===== src/hw/rtl/ittw_ram.sv =====
module ittw_ram #(
    parameter int WIDTH = 8,
    parameter int DEPTH = 16
) (
    input  logic                                   i_clk,
    input  logic                                   i_we,
    input  logic [((DEPTH > 1) ? $clog2(DEPTH) : 1)-1:0] i_waddr,
    input  logic [WIDTH-1:0]                       i_wdata,
    input  logic                                   i_re,
    input  logic [((DEPTH > 1) ? $clog2(DEPTH) : 1)-1:0] i_raddr,
    output logic [WIDTH-1:0]                       o_rdata
);

    logic [WIDTH-1:0] r_mem [DEPTH];
    logic [WIDTH-1:0] r_rdata;

    always_ff @(posedge i_clk) begin
        if (i_we) begin
            r_mem[i_waddr] <= i_wdata;
        end
        if (i_re) begin
            r_rdata <= r_mem[i_raddr];
        end
    end

    assign o_rdata = r_rdata;

endmodule

===== config.mk =====
export PLATFORM = sky130hd
export DESIGN_NAME = ittw_ram
export DESIGN_NICKNAME = d
export VERILOG_FILES = /design/src/hw/rtl/ittw_ram.sv
export SDC_FILE = /design/constraint.sdc
export NUM_CORES = 1
export LEC_CHECK = 0
export ABC_AREA = 1
export BUFFER_PORTS_ARGS = -buffer_cell sky130_fd_sc_hd__buf_4
export CORE_ASPECT_RATIO = 0.9
export CORE_MARGIN = 2
export CORE_UTILIZATION = 30
export DETAILED_ROUTE_END_ITERATION = 10
export PLACE_DENSITY = 0.52
export SETUP_SLACK_MARGIN = 0.4
export SYNTH_ARGS = -nofsm -noshare
export SYNTH_HDL_FRONTEND = slang
export SYNTH_SLANG_ARGS = --single-unit

===== constraint.sdc =====
create_clock -name i_clk -period 1.67 [get_ports i_clk]
set_input_delay 0.0835 -clock i_clk [delete_from_list [all_inputs] [get_ports i_clk]]
set_output_delay 0.0835 -clock i_clk [all_outputs]
set_load 0.05 [all_outputs]

==> results of run 1 <==
## worst register-to-register path, stage by stage, from the launching register on
cell      delay [ns]
edfxtp_1        0.39
nand2_1         0.08
nand2_1         0.07
nand2_1         0.07
nand3_1         0.12
nand3_1         0.16
nand2_1         0.08
## timing repair
action / CTS / global route
buffers inserted: 0 / 0
hold endpoints to repair: 8 / 0
endpoints found under the setup margin: 0 / 1
hold buffers: 1 / 0
gates resized for setup: 0 / 1
## Yosys cell counts (all sizes together)
cell | number | area share [%]
buf | 24 | 2.8
edfxtp | 136 | 70
inv | 102 | 6.5
nand2 | 173 | 11
nand3 | 97 | 8.3
nand3b | 2 | 0.26
nor2 | 17 | 1.1
## registers in the layout, summed over array words and instances (netlist names)
signal,cells
o_rdata,8
r_mem,128
## final cells by class
class,count,area [sq um]
fillers,1861,12150
flip-flops and latches,136,4084
multi-input cells,289,1219
clock buffers,17,425.4
repair buffers,48,400.4
inverters,102,382.9
well taps,250,312.8
clock inverters,15,183.9
diodes,1,2.502
## metal layers
layer | GRT usage (%) | wire length [microns]
met4 | 3.583 | 110
met1 | 22.06 | 7357
met5 | 0 | 0
met3 | 4.362 | 663
met2 | 21.67 | 6030
## cells by family (layout without fill, tap and decap cells)
logic type,Yosys count,in the layout,synth area share [%]
and+or+nand+nor,289,289,20.76
DFF,136,136,69.85
buffers and inverters,126,182,9.394
other,0,1,0
## power breakdown
group | leakage (nW) | internal [W] | switching [W]
Clock | 0.285 | 0.00247 | 0.00137
Combinational | 1.45 | 0.000164 | 0.000392
Sequential | 1.24 | 0.00385 | 0.0000248
## stage by stage
stage                     area [sq um]  cells  hold WS [ns]
after floorplan                   5847    551        0.1824
after global placement            6384    824        0.4094
after detailed placement          6384    824        0.4150
after CTS                         7003    857       0.01241
after global routing              7008    857       0.01432
final                             7010    858       0.01819
## final timing paths
path	to	slack [ns]	cells past startpoint
worst min register to register	o_rdata[2]$_DFFE_PP_	0.76	6
worst max register to register	o_rdata[3]$_DFFE_PP_	0.45	6
worst min-delay path	r_mem[8][4]$_DFFE_PP_	0.02	1
worst max-delay path	o_rdata[3]$_DFFE_PP_	0.45	6
## layout by cell type (no fill, tap or decap)
master         netlist  layout
clkbuf_16            0      17
clkinvlp_4           0       4
clkinv_1             0       4
diode_2              0       1
buf_4                4      44
clkinv_4             0       1
inv_1              100     100
nand3_2              0       1
nand3b_1             2       2
clkinv_2             0       2
dlygate4sd3_1        0       1
nor2_1              17      17
nand2_1            173     173
bufinv_16            0       4
buf_12               0       3
edfxtp_1           136     136
inv_2                2       2
nand3_1             97      96
==> impl_metrics.json, run 1 <==
{
  "dp_slack_ns": 0.1643,
  "drc": 0,
  "synth_cells": 551,
  "htree_num_levels": 4,
  "syn2layout_area_growth_pct": 19.90,
  "path_buf_inv": 0,
  "worstPathRequired_ns": 1.83,
  "clock_sinks": 136,
  "vias": 3823,
  "initial_core_util_pct": 30.52,
  "die_y_microns": 136.4,
  "status": "finished clean",
  "clock_skew_ns": 0.005407,
  "ys_seq_elements": 136,
  "fin_crit_sh_pct": 72.83,
  "synth_warnings": 0,
  "period_minus_slack_ns": 1.216,
  "startpoint": "r_mem[2][3]$_DFFE_PP_",
  "ys_types": 11,
  "cts_buffers": 17,
  "crit_top_cell": "nand2_1",
  "core_sq_um": 19160,
  "start_kind": "flop",
  "crit_path_end_kind": "flop",
  "grt_pass1_wl_microns": 22070,
  "routed_wirelength_microns": 14160,
  "max_cap_viol_count": 0,
  "worst-path-max-fanout": 1,
  "criticalPathCategory": "flop to flop",
  "synth_fp_nets": 570,
  "final_util_pct": 36.59,
  "synth-seq-area-share_pct": 69.85,
  "power-per-cell-area_nw_per_um2": 1179,
  "fin_nets": 613,
  "syn_area_per_cell_sq_um": 10.61,
  "ctsLongestPathBuffers": 2,
  "crit_family": "simple AND/OR/NAND/NOR gates",
  "min_from": "i_wdata[4]",
  "rsz0062_at_grt": "no",
  "wl_per_cell_microns": 16.50,
  "dieArea_sq_um": 20620,
  "grt_max_degree": 53,
  "path_cells": "nand2_1, nand2_1, nand2_1, nand3_1, nand3_1, nand2_1",
  "ctsRootBufferMaster": "clkbuf_16",
  "timing.fmax_ghz": 0.8222,
  "total_power_w": 0.008263,
  "drt-initial-drc-count": 382,
  "hold_class": "primary input to flop",
  "finalMaxSlewViolations": 0,
  "postRouteAntennaNets": 0,
  "io_buffers": 26,
  "syn_area_sq_um": 5847,
  "ios": 27,
  "tritoncts": "yes",
  "grt_pass1_vias": 3752,
  "leakagePower_nw": 2.967,
  "finalHoldViolCount": 0,
  "grt_usage_pct": 14.96,
  "routabilityCongestion": 0.8266,
  "clkTransAtPathRegs_ns": 0.06,
  "insertion_delay_ns": 0.42,
  "worst_pin_slew_ns": 0.5760,
  "rows": 48,
  "setup_viol": 0,
  "globalRouteOverflowTotal": 0,
  "slowest_stage": "edfxtp_1",
  "routed_via_density": 4.456,
  "dr.pass1.iters": 5,
  "tns_ns": 0,
  "grt_antenna_before_repair": 0,
  "timing.rr.start": "r_mem[2][3]$_DFFE_PP_",
  "relSlewSlack_pct": 61.56,
  "arrival_ns": 1.38,
  "critical-path-max-stage-delay_ns": 0.39,
  "dp_hpwl_microns": 8716,
  "ir_drop_v": 0.0005655,
  "layout-drive-gt1-share_pct": 12.85,
  "chipWidth_microns": 151.2,
  "worst_slack_ns": 0.4538
}
No activity file was read; power rests on OpenSTA's default activity.
==> run 2, diff against run 1 <==
- PLACE_DENSITY: 0.52 -> 0.53
- clock period: 1.67 -> 1.07 ns (I/O delays scaled with it)
==> impl_metrics.json, run 2 (synthesis results as in run 1) <==
{
  "routabilityCongestion": 0.7888,
  "power-per-cell-area_nw_per_um2": 1708,
  "clkTransAtPathRegs_ns": 0.06,
  "period_minus_slack_ns": 1.093,
  "fin_nets": 616,
  "rsz0062_at_grt": "yes",
  "finalHoldViolCount": 0,
  "ctsLongestPathBuffers": 2,
  "regMostFlops": "r_mem",
  "multi_input_area_sq_um": 1579,
  "ios": 27,
  "crit_path_end_kind": "flop",
  "slowest_stage": "edfxtp_1",
  "syn2layout_area_growth_pct": 28.18,
  "rows": 48,
  "path_cells": "inv_1, nand2_1, nand3_2, nand3_2, nand3_2, nand2_2",
  "layout_common_cells": "nand2_1, edfxtp_1, inv_1, nand3_1, nand3_2",
  "grt_max_degree": 35,
  "layout-drive-gt1-share_pct": 24.59,
  "grt_pass1_wl_microns": 21990,
  "worst-path-max-fanout": 1,
  "seq_area_sq_um": 4084,
  "clock_skew_ns": 0.007148,
  "setup_viol": 2,
  "status": "finished with violations",
  "r2r_cells": 6,
  "violations": "negative setup slack",
  "io_buffers": 26,
  "vias": 3872,
  "globalRouteOverflowTotal": 0,
  "use_met3_pct": 4.530,
  "insertion_delay_ns": 0.42,
  "grt_usage_pct": 14.92,
  "ctsRootBufferMaster": "clkbuf_16",
  "drt-initial-drc-count": 297,
  "core_sq_um": 19160,
  "use_met2_pct": 23.91,
  "path_buf_inv": 1,
  "hold_class": "primary input to flop",
  "initial_core_util_pct": 30.52,
  "routed_wirelength_microns": 14330,
  "clock_sinks": 136,
  "largest_reg_flops": 128,
  "grt_antenna_before_repair": 0,
  "grt_pass1_vias": 3744,
  "dp_hpwl_microns": 9188,
  "place_area_sq_um": 6616,
  "finalMaxSlewViolations": 0,
  "relSlewSlack_pct": 52.70,
  "die_y_microns": 136.4,
  "crit_top_cell": "nand3_2",
  "tns_ns": -0.02821,
  "critical-path-max-stage-delay_ns": 0.37,
  "routed_via_density": 4.502,
  "fillers": 1791,
  "design_area_sq_um": 7495,
  "path_depth": 6,
  "dr.pass1.iters": 5,
  "chipWidth_microns": 151.2,
  "worst_slack_ns": -0.02270,
  "fin_crit_sh_pct": 102.1,
  "max_cap_viol_count": 0,
  "dieArea_sq_um": 20620,
  "start_kind": "flop",
  "htree_num_levels": 4,
  "cts_buffers": 17,
  "arrival_ns": 1.25,
  "leakagePower_nw": 3.111,
  "timing.fmax_ghz": 0.9152,
  "tritoncts": "yes",
  "grt_util_met1_pct": 19.72,
  "wl_per_cell_microns": 16.66,
  "timing.hold.ws_ns": 0.006312,
  "total_power_w": 0.01280,
  "crit_family": "simple AND/OR/NAND/NOR gates",
  "busiest_layer": "met2",
  "postRouteAntennaNets": 0,
  "whs_path_depth": 1,
  "worst_pin_slew_ns": 0.7085,
  "drc": 0,
  "num_antenna_cells": 0,
  "worstPathRequired_ns": 1.23,
  "ir_drop_v": 0.001008,
  "layout_commonest_cell": "nand2_1",
  "criticalPathCategory": "flop to flop"
}
-- run 2: worst paths after layout --
kind | slack, ns | to | start
max | -0.02 | o_rdata[0]$_DFFE_PP_ | r_mem[6][0]$_DFFE_PP_
min | 0.006 | r_mem[7][2]$_DFFE_PP_ | i_wdata[2]
max reg2reg | -0.02 | o_rdata[0]$_DFFE_PP_ | r_mem[6][0]$_DFFE_PP_
min reg2reg | 0.75 | o_rdata[1]$_DFFE_PP_ | r_mem[11][1]$_DFFE_PP_
-- run 2: area by class of cell --
cell class              count  share of cell area, %
clock buffers              20                  5.826
flip-flops and latches    136                  54.49
repair buffers             51                  7.496
well taps                 250                  4.174
inverters                 102                  5.175
clock inverters            12                  1.770
multi-input cells         289                  21.07
-- run 2: repair_timing --
item	in CTS	in global routing
gates resized for setup	23	41
pin swaps	6	24
hold buffers	2	0
buffers inserted	1	0
hold endpoints to repair	12	0
endpoints found under the setup margin	51	49
-- run 2: metrics by stage --
stage	util, %	setup WS, ns	cells
after floorplan	-	0.1429	551
after global placement	34.54	-0.2804	825
after detailed placement	34.54	-0.3197	825
after CTS	38.15	-0.03148	860
after global routing	39.12	-0.08177	860
final	39.12	-0.02270	860
-- run 2: per-layer routing --
| layer | routed length, microns | vias to the layer above |
|---|---|---|
| met5 | 0 | - |
| met4 | 193 | 0 |
| met3 | 812 | 13 |
| met2 | 6777 | 115 |
| met1 | 6545 | 1868 |
| li1 | - | 1876 |
-- run 2: power by group --
part	leakage (nW)	switching (W)	internal, W
combinational	1.60	0.000707	0.000357
sequential	1.24	0.0000384	0.00601
clock	0.277	0.00209	0.00361
total	3.11	0.00283	0.00997
-- run 2: worst reg2reg max path, cell delays in order (launching register included) --
cell and delay [ns]:
edfxtp_1 0.37, inv_1 0.06, nand2_1 0.06, nand3_2 0.07, nand3_2 0.09, nand3_2 0.11
nand2_2 0.08
